--- src/design/assert_macros.svh ---
// assertion helpers used by the parser core
`ifndef ASSERT_MACROS_SVH
`define ASSERT_MACROS_SVH
`ifndef NO_ASSERTIONS
`define ASSERT_AT(label, clk, rst, prop) \
  label: assert property (@(posedge clk) disable iff (rst) prop) \
    else $error("esdscp assertion failed");
`define ASSERT_NEVER(label, clk, rst, cond) \
  label: assert property (@(posedge clk) disable iff (rst) !(cond)) \
    else $error("esdscp assertion failed");
`else
`define ASSERT_AT(label, clk, rst, prop)
`define ASSERT_NEVER(label, clk, rst, cond)
`endif
`endif

--- src/design/esdscp_pkg.sv ---
package esdscp_pkg;

  localparam logic [7:0] TAG_ES_CODE  = 8'h03;
  localparam logic [7:0] TAG_DC_CODE  = 8'h04;
  localparam logic [7:0] TAG_DSI_CODE = 8'h05;
  localparam logic [7:0] ESID_SKIP    = 8'd2;
  localparam logic [7:0] OPT_SKIP_LEN = 8'd2;
  localparam logic [7:0] DC_SKIP_LEN  = 8'd13;
  localparam logic [4:0] AOT_ESC      = 5'd31;
  localparam logic [3:0] SFI_ESC      = 4'hF;
  localparam logic [1:0] LEN_GROUPS_MAX = 2'd3;

  typedef enum logic [3:0] {
    PH_TAG_ES,
    PH_LEN_ES,
    PH_ESID,
    PH_FLAGS,
    PH_OPT_SKIP,
    PH_URL_LEN,
    PH_TAG_DC,
    PH_LEN_DC,
    PH_DC_SKIP,
    PH_TAG_DSI,
    PH_LEN_DSI,
    PH_ASC,
    PH_DONE
  } phase_t;

  typedef struct packed {
    logic [7:0] data_byte;
    logic       last_byte;
  } item_t;

  typedef struct packed {
    logic [3:0] channel_config;
    logic [3:0] channel_count;
    logic       parse_status;
  } result_t;

  // channel config field and whether enough asc bytes have arrived to fix it
  typedef struct packed {
    logic [3:0] chan;
    logic       enough;
  } asc_field_t;

  typedef struct packed {
    phase_t     phase;
    logic [7:0] skip;
    logic [2:0] flags;
  } flags_step_t;

  // optional es descriptor fields: dependency, url, ocr in that order
  function automatic flags_step_t after_flags(input logic [2:0] f);
    flags_step_t s;
    s.phase = PH_TAG_DC;
    s.skip  = '0;
    s.flags = '0;
    if (f[2]) begin
      s.flags = {1'b0, f[1:0]};
      s.skip  = OPT_SKIP_LEN;
      s.phase = PH_OPT_SKIP;
    end else if (f[1]) begin
      s.flags = {2'b00, f[0]};
      s.phase = PH_URL_LEN;
    end else if (f[0]) begin
      s.skip  = OPT_SKIP_LEN;
      s.phase = PH_OPT_SKIP;
    end
    return s;
  endfunction

  function automatic logic [3:0] channel_count_of(input logic [3:0] c);
    logic [3:0] n;
    case (c) inside
      [4'd1:4'd6]: n = c;
      4'd7:        n = 4'd8;
      default:     n = 4'd0;
    endcase
    return n;
  endfunction

endpackage

--- src/design/esds_channel_config_parser_core.sv ---
// latency: a result is registered at the edge that accepts the byte that settles it
// throughput: one byte per cycle while bytes are not held off; each byte needs one state update
// a spare result slot keeps bytes flowing while one result waits under stall;
// bytes are held off only while both result slots are full
// reset: synchronous, active high; parser returns to expecting the first tag
// the parser also returns to that state after every last byte
`include "assert_macros.svh"

module esds_channel_config_parser_core
  import esdscp_pkg::*;
(
  input  logic    clk,
  input  logic    rst,
  input  item_t   item,
  input  logic    item_valid,
  output logic    item_stall,
  output result_t result,
  output logic    result_valid,
  input  logic    result_stall
);

  phase_t      phase, phase_next;
  logic [7:0]  skip_left, skip_left_next;
  logic [27:0] length_value, length_value_next;
  logic [1:0]  length_groups, length_groups_next;
  logic [2:0]  stream_flags, stream_flags_next;
  logic [27:0] config_left, config_left_next;
  logic [47:0] asc, asc_next;
  logic [2:0]  asc_cnt, asc_cnt_next;
  result_t     spare;
  logic        spare_valid;

  logic        item_acc;
  logic        out_acc;
  logic        fire;
  logic        fresh_valid;
  result_t     fresh;
  logic        malformed;
  logic [3:0]  chan;
  logic [27:0] len_shift;
  logic        len_done;
  logic [47:0] asc_push;
  logic [2:0]  asc_cnt_inc;
  flags_step_t fstep;
  asc_field_t  field;

  assign item_stall  = spare_valid;
  assign item_acc    = item_valid && !item_stall;
  assign out_acc     = result_valid && !result_stall;
  assign fresh_valid = item_acc && fire;

  assign len_shift   = {length_value[20:0], item.data_byte[6:0]};
  assign len_done    = !item.data_byte[7] || (length_groups == LEN_GROUPS_MAX);
  assign asc_push    = asc | ({item.data_byte, 40'd0} >> {asc_cnt, 3'b000});
  assign asc_cnt_inc = asc_cnt + 3'd1;

  esdscp_asc_field u_field (
    .asc      (asc_push),
    .bytes_in (asc_cnt_inc),
    .field    (field)
  );

  always_comb begin
    phase_next         = phase;
    skip_left_next     = skip_left;
    length_value_next  = length_value;
    length_groups_next = length_groups;
    stream_flags_next  = stream_flags;
    config_left_next   = config_left;
    asc_next           = asc;
    asc_cnt_next       = asc_cnt;
    fire               = 1'b0;
    malformed          = 1'b0;
    chan               = 4'd0;
    fstep              = after_flags(stream_flags);

    if (item_acc) begin
      case (phase)
        PH_TAG_ES, PH_TAG_DC, PH_TAG_DSI: begin
          if ((phase == PH_TAG_ES && item.data_byte == TAG_ES_CODE) ||
              (phase == PH_TAG_DC && item.data_byte == TAG_DC_CODE) ||
              (phase == PH_TAG_DSI && item.data_byte == TAG_DSI_CODE)) begin
            length_value_next  = '0;
            length_groups_next = '0;
            phase_next = (phase == PH_TAG_ES) ? PH_LEN_ES :
                         (phase == PH_TAG_DC) ? PH_LEN_DC : PH_LEN_DSI;
          end else begin
            fire       = 1'b1;
            malformed  = 1'b1;
            phase_next = PH_DONE;
          end
        end
        PH_LEN_ES, PH_LEN_DC, PH_LEN_DSI: begin
          length_value_next  = len_shift;
          length_groups_next = len_done ? 2'd0 : length_groups + 2'd1;
          if (len_done) begin
            case (phase)
              PH_LEN_ES: begin
                skip_left_next = ESID_SKIP;
                phase_next     = PH_ESID;
              end
              PH_LEN_DC: begin
                skip_left_next = DC_SKIP_LEN;
                phase_next     = PH_DC_SKIP;
              end
              default: begin
                config_left_next = len_shift;
                asc_next         = '0;
                asc_cnt_next     = '0;
                phase_next       = PH_ASC;
              end
            endcase
          end
        end
        PH_ESID, PH_DC_SKIP: begin
          skip_left_next = skip_left - 8'd1;
          if (skip_left == 8'd1) begin
            phase_next = (phase == PH_ESID) ? PH_FLAGS : PH_TAG_DSI;
          end
        end
        PH_FLAGS: begin
          fstep             = after_flags(item.data_byte[7:5]);
          stream_flags_next = fstep.flags;
          skip_left_next    = fstep.skip;
          phase_next        = fstep.phase;
        end
        PH_OPT_SKIP: begin
          skip_left_next = skip_left - 8'd1;
          if (skip_left == 8'd1) begin
            stream_flags_next = fstep.flags;
            skip_left_next    = fstep.skip;
            phase_next        = fstep.phase;
          end
        end
        PH_URL_LEN: begin
          if (item.data_byte == 8'd0) begin
            stream_flags_next = fstep.flags;
            skip_left_next    = fstep.skip;
            phase_next        = fstep.phase;
          end else begin
            skip_left_next = item.data_byte;
            phase_next     = PH_OPT_SKIP;
          end
        end
        PH_ASC: begin
          asc_next     = asc_push;
          asc_cnt_next = asc_cnt_inc;
          chan         = field.chan;
          if (field.enough) begin
            fire       = 1'b1;
            phase_next = PH_DONE;
          end else if (config_left != 28'd0) begin
            config_left_next = config_left - 28'd1;
            // config length used up: the rest reads as zero bits
            if (config_left == 28'd1) begin
              fire       = 1'b1;
              phase_next = PH_DONE;
            end
          end
        end
        default: begin
        end
      endcase

      // body ends without an answer yet
      if (item.last_byte && !fire && phase != PH_DONE) begin
        fire = 1'b1;
        if (phase == PH_ASC) begin
          chan = field.chan;
        end else begin
          malformed = 1'b1;
        end
      end

      if (item.last_byte) begin
        phase_next         = PH_TAG_ES;
        skip_left_next     = '0;
        length_value_next  = '0;
        length_groups_next = '0;
        stream_flags_next  = '0;
        config_left_next   = '0;
        asc_next           = '0;
        asc_cnt_next       = '0;
      end
    end
  end

  always_comb begin
    fresh.channel_config = malformed ? 4'd0 : chan;
    fresh.channel_count  = malformed ? 4'd0 : channel_count_of(chan);
    fresh.parse_status   = malformed;
  end

  always_ff @(posedge clk) begin
    if (rst) begin
      phase         <= PH_TAG_ES;
      skip_left     <= '0;
      length_value  <= '0;
      length_groups <= '0;
      stream_flags  <= '0;
      config_left   <= '0;
      asc           <= '0;
      asc_cnt       <= '0;
    end else begin
      phase         <= phase_next;
      skip_left     <= skip_left_next;
      length_value  <= length_value_next;
      length_groups <= length_groups_next;
      stream_flags  <= stream_flags_next;
      config_left   <= config_left_next;
      asc           <= asc_next;
      asc_cnt       <= asc_cnt_next;
    end
  end

  // a new result goes to the spare slot only while the output one is stalled
  always_ff @(posedge clk) begin
    if (rst) begin
      result_valid <= 1'b0;
      spare_valid  <= 1'b0;
    end else if (spare_valid) begin
      if (out_acc) begin
        spare_valid <= 1'b0;
      end
    end else if (fresh_valid) begin
      if (result_valid && result_stall) begin
        spare_valid <= 1'b1;
      end else begin
        result_valid <= 1'b1;
      end
    end else if (out_acc) begin
      result_valid <= 1'b0;
    end
  end

  always_ff @(posedge clk) begin
    if (spare_valid) begin
      if (out_acc) begin
        result <= spare;
      end
    end else if (fresh_valid) begin
      if (result_valid && result_stall) begin
        spare <= fresh;
      end else begin
        result <= fresh;
      end
    end
  end

  `ASSERT_AT(a_last_resets, clk, rst, item_acc && item.last_byte |=> phase == PH_TAG_ES)
  `ASSERT_AT(a_result_from_item, clk, rst, $rose(result_valid) |-> $past(item_acc))
  `ASSERT_AT(a_malformed_zero, clk, rst, result_valid && result.parse_status |->
             result.channel_config == 4'd0 && result.channel_count == 4'd0)
  `ASSERT_NEVER(a_asc_cnt_range, clk, rst, asc_cnt > 3'd6)
  `ASSERT_AT(a_spare_behind_out, clk, rst, spare_valid |-> result_valid)

endmodule

--- src/design/esdscp_asc_field.sv ---
module esdscp_asc_field
  import esdscp_pkg::*;
(
  input  logic [47:0] asc,
  input  logic [2:0]  bytes_in,
  output asc_field_t  field
);

  logic       type_esc;
  logic [3:0] freq;
  logic       freq_esc;
  logic [2:0] need;

  // asc holds the config bits msb-first, zeros past what has arrived
  always_comb begin
    type_esc = (asc[47:43] == AOT_ESC);
    freq     = type_esc ? asc[36:33] : asc[42:39];
    freq_esc = (freq == SFI_ESC);
    case ({type_esc, freq_esc})
      2'b00: begin
        field.chan = asc[38:35];
        need       = 3'd2;
      end
      2'b01: begin
        field.chan = asc[14:11];
        need       = 3'd5;
      end
      2'b10: begin
        field.chan = asc[32:29];
        need       = 3'd3;
      end
      default: begin
        field.chan = asc[8:5];
        need       = 3'd6;
      end
    endcase
    field.enough = (bytes_in >= need);
  end

endmodule
--- config.mk ---
export PLATFORM = sky130hd
export DESIGN_NAME = esds_channel_config_parser_core
export DESIGN_NICKNAME = d
export VERILOG_FILES = /design/src/design/esdscp_pkg.sv /design/src/design/esds_channel_config_parser_core.sv /design/src/design/esdscp_asc_field.sv
export VERILOG_INCLUDE_DIRS = /design/src /design/src/design
export SDC_FILE = /design/constraint.sdc
export NUM_CORES = 1
export LEC_CHECK = 0
export BUFFER_PORTS_ARGS = -buffer_cell sky130_fd_sc_hd__buf_2
export CAP_MARGIN = 25
export CORE_MARGIN = 5
export CORE_UTILIZATION = 50
export CTS_CLUSTER_DIAMETER = 30
export CTS_CLUSTER_SIZE = 28
export DETAILED_ROUTE_END_ITERATION = 7
export PLACE_DENSITY = 0.67
export SETUP_SLACK_MARGIN = 0.2
export SYNTH_ARGS = -nofsm -noshare
export SYNTH_HDL_FRONTEND = slang
export SYNTH_SLANG_ARGS = --single-unit
--- constraint.sdc ---
create_clock -name clk -period 9.46 [get_ports clk]
set_input_delay 0 -clock clk [delete_from_list [all_inputs] [get_ports clk]]
set_output_delay 0 -clock clk [all_outputs]
set_load 0.01 [all_outputs]
==> results.txt, run 1 <==
The synthesized netlist cell count came out at 770. The die height is approximately 120 um. Of the synthesized area, sequential elements account for 0.380.

In the synthesized netlist, the cells that appear most often are 97 x dfxtp_1, 87 x a21oi_1, 84 x nor2_1. The footprint of the multi-input gates is 3710 um^2. The maximum clock frequency came out at 0.207 GHz.

The post-cts gate resize count is 0. STA puts the critical path data arrival time at between 5 and 6 ns. The worst setup path category is reg2reg. Max-cap violations in this run came to 0. The cell area that synthesis handed to floorplanning was 6530 um^2. The count of nets left with antenna violations after detail routing is 0. By instance count, the leading cell after synthesis is dfxtp_1. The delay of the slowest cell on the worst path came out at 0.82 ns. Yosys attributes the largest share of cell area to dfxtp_1 30%, edfxtp_1 8.3%, a21oi_1 6.7%, nor2_1 4.8%, o21ai_0 3.4%. The post-route fraction of the period consumed by the critical path is 0.510. The number of global-route vias before repair was 5894. The synthesis-stage register bit count came out at between 100 and 150. In this run the core area contains between 40 and 50 standard-cell rows. For this block, the initial DRC count from the detailed router was between 500 and 600. At the end of routability-driven placement, the weighted congestion stood at 0.914.

The count of buffers added by post-CTS timing repair for setup came out at 0. The distinct cell type count after synthesis is 85. The clock insertion delay at the later pin of the skew report came out at 0.42 ns.

In this run the critical register-to-register path is launched from asc_cnt[2]. The cell sitting at the root of the clock tree is a clkbuf_16. The total of endpoints with negative setup slack in the final report is 0. Dividing the detail-routed via count by the number of cells gives 6.52. The fraction of final layout cells sized beyond drive strength 1 is 0.110. The minimum clock period after layout is 4.83 ns. The repair_antennas step left the layout with diodes totalling 0.

The critical path starts at asc_cnt[2]. The register clock-pin slew on the reported worst setup and hold paths is 0.05 ns. For this run, the detailed router's first-pass iteration total came to 5. The worst-case register-to-register setup slack is 4.63 ns.

The finished cells cover a little over 7000 um^2. 24 I/O pins were placed. The leakage power of the design came out at 0.00269 uW. After routing, the total negative slack on setup checks comes to 0 ns. The post-route worst hold slack is 0.0214 ns. For this run, the total global-route usage over all layers was measured as 0.230. The total overflow left after global routing is 0. The routed layout has 6208 vias. The run finished with clean final reports.

The total half-perimeter wirelength after legalization and detailed placement came out at 12.0 mm. When the netlist entered floorplanning its net count stood at 796. The worst hold path depth is 3. Headroom to the max-slew limit came out at 0.328. The average wire length per cell after detail routing came out at 19.0 um. The path length in cells of the critical path came out at 14. The maximum fanout along the worst path is 17. The clock tree synthesis step divided the H-tree into 4 levels. STA classifies the critical path startpoint as a flop. The number of buffer cells added on primary ports is 23.

The cell area power density is 183 nW/um^2. The maximum buffer depth of the clock tree is 2. The post-detailed-route DRC marker count is 0.

Among cell families on the critical path, the largest total delay comes from compound AO/OA/AOI/OAI gates. STA classifies the critical path endpoint as a flop. The global-route wire length before repair came out at 29.5 mm.

The layout filler cell count came out at 1198. The final layout contains routed wiring with a total length of 18.1 mm. Of all cell types, the one taking the most synthesized area is dfxtp_1. The largest net degree at the start of global routing came out at 38. The worst endpoint required time came out at 9.80 ns. The total CTS buffers came out at 17. The initial antenna violation count is 0.

The total clock sinks is 115. The CTS tree is done. Setup repair after global routing left no endpoint under its margin.

The min-delay analysis places its worst path in the category in2reg. The slew at the pin closest to its max-slew limit came out at approximately 1.0 ns. The share of async-settable or async-resettable flops after synthesis is 0. The post-synthesis area per instance is between 8 and 9 um^2.

The number of hold-slack violations in the final timing report is 0. The die covers 15400 um^2. The worst clock skew is 0.0120 ns. The worst reg2reg path depth came out at 14. The slowest stage cell on the critical path is a21oi_1. Across the VDD grid, the largest voltage drop is 0.120 mV. For this run, the share of the core covered by cells in the final layout is 0.569. The width of the chip came out at 124 um. The cell area after placement came out at 6630 um^2. In the final layout, flip-flops and latches occupy 2480 um^2.

The count of buffering cells on the critical path with inverters included came out at 0. Traced cell by cell, the critical path runs through nor3_2 -> a21oi_1 -> nor4_1 -> nand2_1 -> mux2_1 -> ha_1 -> nor2_1 -> ha_1 -> a21o_1 -> a31oi_1 -> o21ai_1 -> a21oi_1 -> o2111ai_1 -> a21oi_2. The count of flip-flops with a built-in enable after synthesis came out at 18.

The Yosys step of the flow raised 0 warnings. The floorplan step defined a core boundary enclosing 12700 um^2. The most used flip-flop cell after synthesis is dfxtp_1.

Of the post-synthesis cell area, the dominant cell type holds 0.297. The final number of max-transition violations is 0. The count of nets after finishing came out at just under 800. The initial utilization of the core area, before any placement, comes to 0.513. Buffers inserted to repair hold after CTS numbered 2. The area growth from synthesis to layout is 10.9%.

The worst hold path begins at item[3].
-- logic make-up after synthesis --
group / Yosys count / synth area share
buffers and inverters: 69 / 0.0538
AO/OA/AOI/OAI: 274 / 0.281
XOR/XNOR: 12 / 0.0161
adder cells (fa/ha/maj): 13 / 0.0249
flip-flops: 115 / 0.380
AND/OR/NAND/NOR: 282 / 0.236
multiplexers: 5 / 0.00785
-- per-stage QoR --
stage                     total power [uW]  std cells  worst slack, ns
after detailed placement               690        918             4.78
after global routing                  1370        952             4.32
final                                 1330        952             4.63
after floorplan                        651        770             5.70
after CTS                             1330        951             4.74
after global placement                 686        917             4.96
-- worst min-delay path, stage by stage --
cell	delay (ns)
buf_2	0.20
a21oi_1	0.16
nor2_1	0.04
-- cell usage in the layout, fill, tap and decap left out, types with 8 or more instances in the layout --
master / netlist / routed
a21o_1: 12 / 12
a21oi_1: 87 / 87
a22o_1: 23 / 23
a31oi_1: 13 / 13
buf_2: 15 / 24
clkbuf_16: 0 / 17
dfxtp_1: 97 / 97
edfxtp_1: 18 / 18
ha_1: 13 / 13
inv_1: 14 / 14
nand2_1: 51 / 51
nand2b_1: 10 / 10
nand3_1: 22 / 22
nor2_1: 84 / 84
nor2b_1: 9 / 9
nor3_1: 24 / 24
nor4_1: 14 / 14
nor4bb_1: 8 / 8
o21ai_0: 45 / 45
o31ai_1: 14 / 14
-- per-layer routing --
layer,vias up,routed length (um),track usage
li1,2911,-,-
met1,2989,7900,0.304
met2,265,8380,0.366
met3,43,1360,0.0532
met4,0,426,0.0909
met5,-,0,0
-- layout make-up --
type,instances,share of cell area
timing repair buffer,32,0.0266
multi-input combinational,586,0.512
sequential,115,0.343
inverter,16,0.00829
tap,172,0.0297
clock buffer,22,0.0627
clock inverter,9,0.0183
-- final timing paths --
check,end
max reg2reg,config_left[1]
min,asc[34]
max,config_left[1]
min reg2reg,asc[43]
-- where the power goes --
group / switching [uW] / total, uW / internal, uW
logic: 109 / 164 / 54.2
clock network: 222 / 641 / 418
registers: 12.1 / 521 / 509
-- state kept, by name, indices dropped and copies added (netlist names), 2 cells and up --
name and flops:
skip_left 8, stream_flags 2, phase 4, length_value 21, config_left 28, asc 27, spare 9, result 9
length_groups 2, asc_cnt 3
(Power assumes the default switching activity.)
==> run 2, diff against run 1 <==
- clock period: 9.46 -> 4.7 ns (I/O delays scaled with it)
==> run 2 against run 1 <==
  * Cell area rose by 0.29%
  * Count of clock-buffer cells in the layout decreased by 4
  * Clock power grew 97%
  * Worst setup slack got worse by 4.1 ns
  * Utilization up 0.17 points
  * Total power is 100% higher
  * Register-to-register slack worse by 4.1 ns
  * Largest power group unchanged
  * Highest routed layer unchanged
==> results.txt, run 2 (same netlist as run 1, synthesis figures left out) <==
The count of nets left with antenna violations after detail routing came out at 0 (unchanged). The vias per cell came out at 6.50 (was 6.52). The post-layout instance count excluding filler cells came out at 957 (was 952). The worst clock skew was 0.00736 ns (was 0.0120 ns). The number of buffer cells added on primary ports came out at 23 (unchanged). The pre-CTS worst setup slack came to 0.513 ns (was 4.78 ns).

The CTS tree is done (unchanged). The number of hold-slack violations in the final timing report came out at 0 (unchanged). The kind of capture point of the worst setup path is a flop (unchanged). The cell area after placement is 6660 um^2 (was 6630 um^2). The count of nets after finishing was 798 (was 794). The total iterations of the first detailed-routing run came to 5 (unchanged). The total of endpoints with negative setup slack in the final report is 0 (unchanged).

The maximum clock frequency came to 0.241 GHz (was 0.207 GHz). The residual overflow from global routing is 0 (unchanged). The clock insertion delay at the later pin of the skew report came out at 0.43 ns (was 0.42 ns). The maximum vdd drop came out at 0.286 mV (was 0.120 mV).

The count of antenna diodes in the layout came out at 0 (unchanged). The die outline area was 15400 um^2 (unchanged). Unrepaired setup endpoints after global routing: no (unchanged). The worst-case setup margin in the final layout came to 0.548 ns (was 4.63 ns). The boundary pin count came out at 24 (unchanged). The number of DRC violations after detailed-routing iteration 0 came out at 662 (was 564). The register clock-pin slew on the reported worst setup and hold paths is 0.06 ns (was 0.05 ns). The post-detailed-route DRC marker count came out at 0 (unchanged). The average wire length per cell after detail routing came out at 19.4 um (was 19.0 um).

The number of global-route vias before repair came to 5936 (was 5894). The data arrival time at the worst-slack endpoint came out at 4.20 ns (was 5.17 ns). The width of the chip is 124 um (unchanged). The instance count after placement with tap cells included came out at 922 (was 918).

The total wirelength of the detailed-routed design is 18.5 mm (was 18.1 mm). The final estimated routing congestion in global placement is 0.915 (was 0.914). The initial antenna violation count came to 0 (unchanged). The worst endpoint required time came out at 4.75 ns (was 9.80 ns). The total CTS buffers is 17 (unchanged). Leading cell types in the layout, fill and taps excluded: 97 x dfxtp_1, 87 x a21oi_1, 84 x nor2_1 (unchanged). The total half-perimeter wirelength after legalization and detailed placement came out at 12.2 mm (was 12.0 mm).

The post-route fraction of the period consumed by the critical path is 0.883 (was 0.510). The total clock sinks came out at 115 (unchanged). The tightest slew margin relative to the limit is 0.253 (was 0.328). The cell area power density came out at 364 nW/um^2 (was 183 nW/um^2). The final setup TNS is 0 ns (unchanged).

Outcome: finished clean (unchanged). The global-route total usage across every layer came out at 0.238 (was 0.230). The largest net degree at the start of global routing came out at 34 (was 38). The flip-flop count of the largest register, all copies and words added came out at 28 (unchanged). The effective utilization at floorplan is 0.513 (unchanged). The count of buffers added by post-CTS timing repair for setup is 0 (unchanged). The class of the tightest hold or removal check is in2reg (unchanged). The worst hold path depth came to 3 (unchanged). The minimum clock period after layout came out at 4.15 ns (was 4.83 ns).

The floorplan core area is 12700 um^2 (unchanged). The max-cap check violation count was 0 (unchanged). The worst setup path category is reg2reg (unchanged). The most common library cell in the layout ignoring fill and taps is dfxtp_1 (unchanged). The final instance area came out at 7270 um^2 (was 7240 um^2). The post-route worst hold slack came out at 0.0151 ns (was 0.0214 ns). The worst reg2reg path depth came to 13 (was 14). The layout filler cell count came out at 1212 (was 1198). The leakage power of the design is 0.00272 uW (was 0.00269 uW). The global-route wire length before repair came out at 30.3 mm (was 29.5 mm). The maximum buffer depth of the clock tree came to 2 (unchanged). Largest registers in the final layout: config_left x28, asc x27, length_value x21 (unchanged). The final number of max-transition violations came to 0 (unchanged). The fraction of final layout cells sized beyond drive strength 1 is 0.122 (was 0.110).

The type of element launching the critical path is a flop (unchanged). The slew at the pin closest to its max-slew limit is 1.12 ns (was 1.01 ns). The register ranked first by flip-flop count was config_left (unchanged). The maximum fanout along the worst path came out at 18 (was 17). The maximum level of the CTS H-tree came out at 4 (unchanged).

The via count was 6221 (was 6208). The die height came out at 124 um (unchanged). The floorplan row count is 41 (unchanged). The buffer type at the clock tree root is clkbuf_16 (unchanged). The growth of design area from synthesis to finish was 11.2% (was 10.9%).
run 2: cell types whose count changed in the layout (fill, tap and decap cells not counted), sizes merged:
cell    delta
bufinv     -2
clkbuf     -3
buf        +3
inv        +4
clkinv     +3
run 2: final timing paths:
path / from / end / slack, ns
max: asc_cnt[0] / result[3] / 0.55
min: item[3] / asc[42] / 0.02
max reg2reg: asc_cnt[0] / result[3] / 0.55
min reg2reg: asc[31] / asc[31] / 0.46
run 2: layout make-up:
class	instances	area [um^2]	area share
inverters	16	60.1	0.00827
repair buffers	36	215	0.0296
well taps	172	215	0.0296
flip-flops and latches	115	2480	0.342
clock buffers	18	450	0.0620
clock inverters	14	128	0.0176
multi-input cells	586	3710	0.511
run 2: metal layers:
metal  up-vias  wire length (um)  track usage
li1       2917                 -            -
met2       293              8410        0.371
met4         0               448       0.0832
met3        49              1490       0.0630
met1      2962              8180        0.319
met5         -                 0            0
run 2: stage by stage:
step / power, uW / util
after floorplan: 1310 / -
after global placement: 1390 / 0.523
after detailed placement: 1390 / 0.523
after CTS: 2650 / 0.570
after global routing: 2740 / 0.571
final: 2650 / 0.571
run 2: what timing repair did:
| item | in CTS | in global routing |
|---|---|---|
| gates resized for setup | 0 | 2 |
| hold endpoints to repair | 4 | 0 |
| hold buffers | 2 | 0 |
| setup endpoints to repair | 0 | 12 |
run 2: power by group:
group          switching (uW)  internal (uW)
registers                33.2           1020
clock network             503            762
logic                     217            109
total                     753           1890
run 2: critical path, cell delays in order, from the launching register on:
cell,delay (ns)
dfxtp_1,0.38
buf_4,0.23
nor3b_2,0.43
a21oi_1,0.13
nor4_1,0.28
mux2_1,0.24
ha_1,0.31
nor2_1,0.09
ha_1,0.30
a21o_1,0.12
a31oi_1,0.08
o21ai_1,0.19
nand3_1,0.18
a32oi_1,0.78
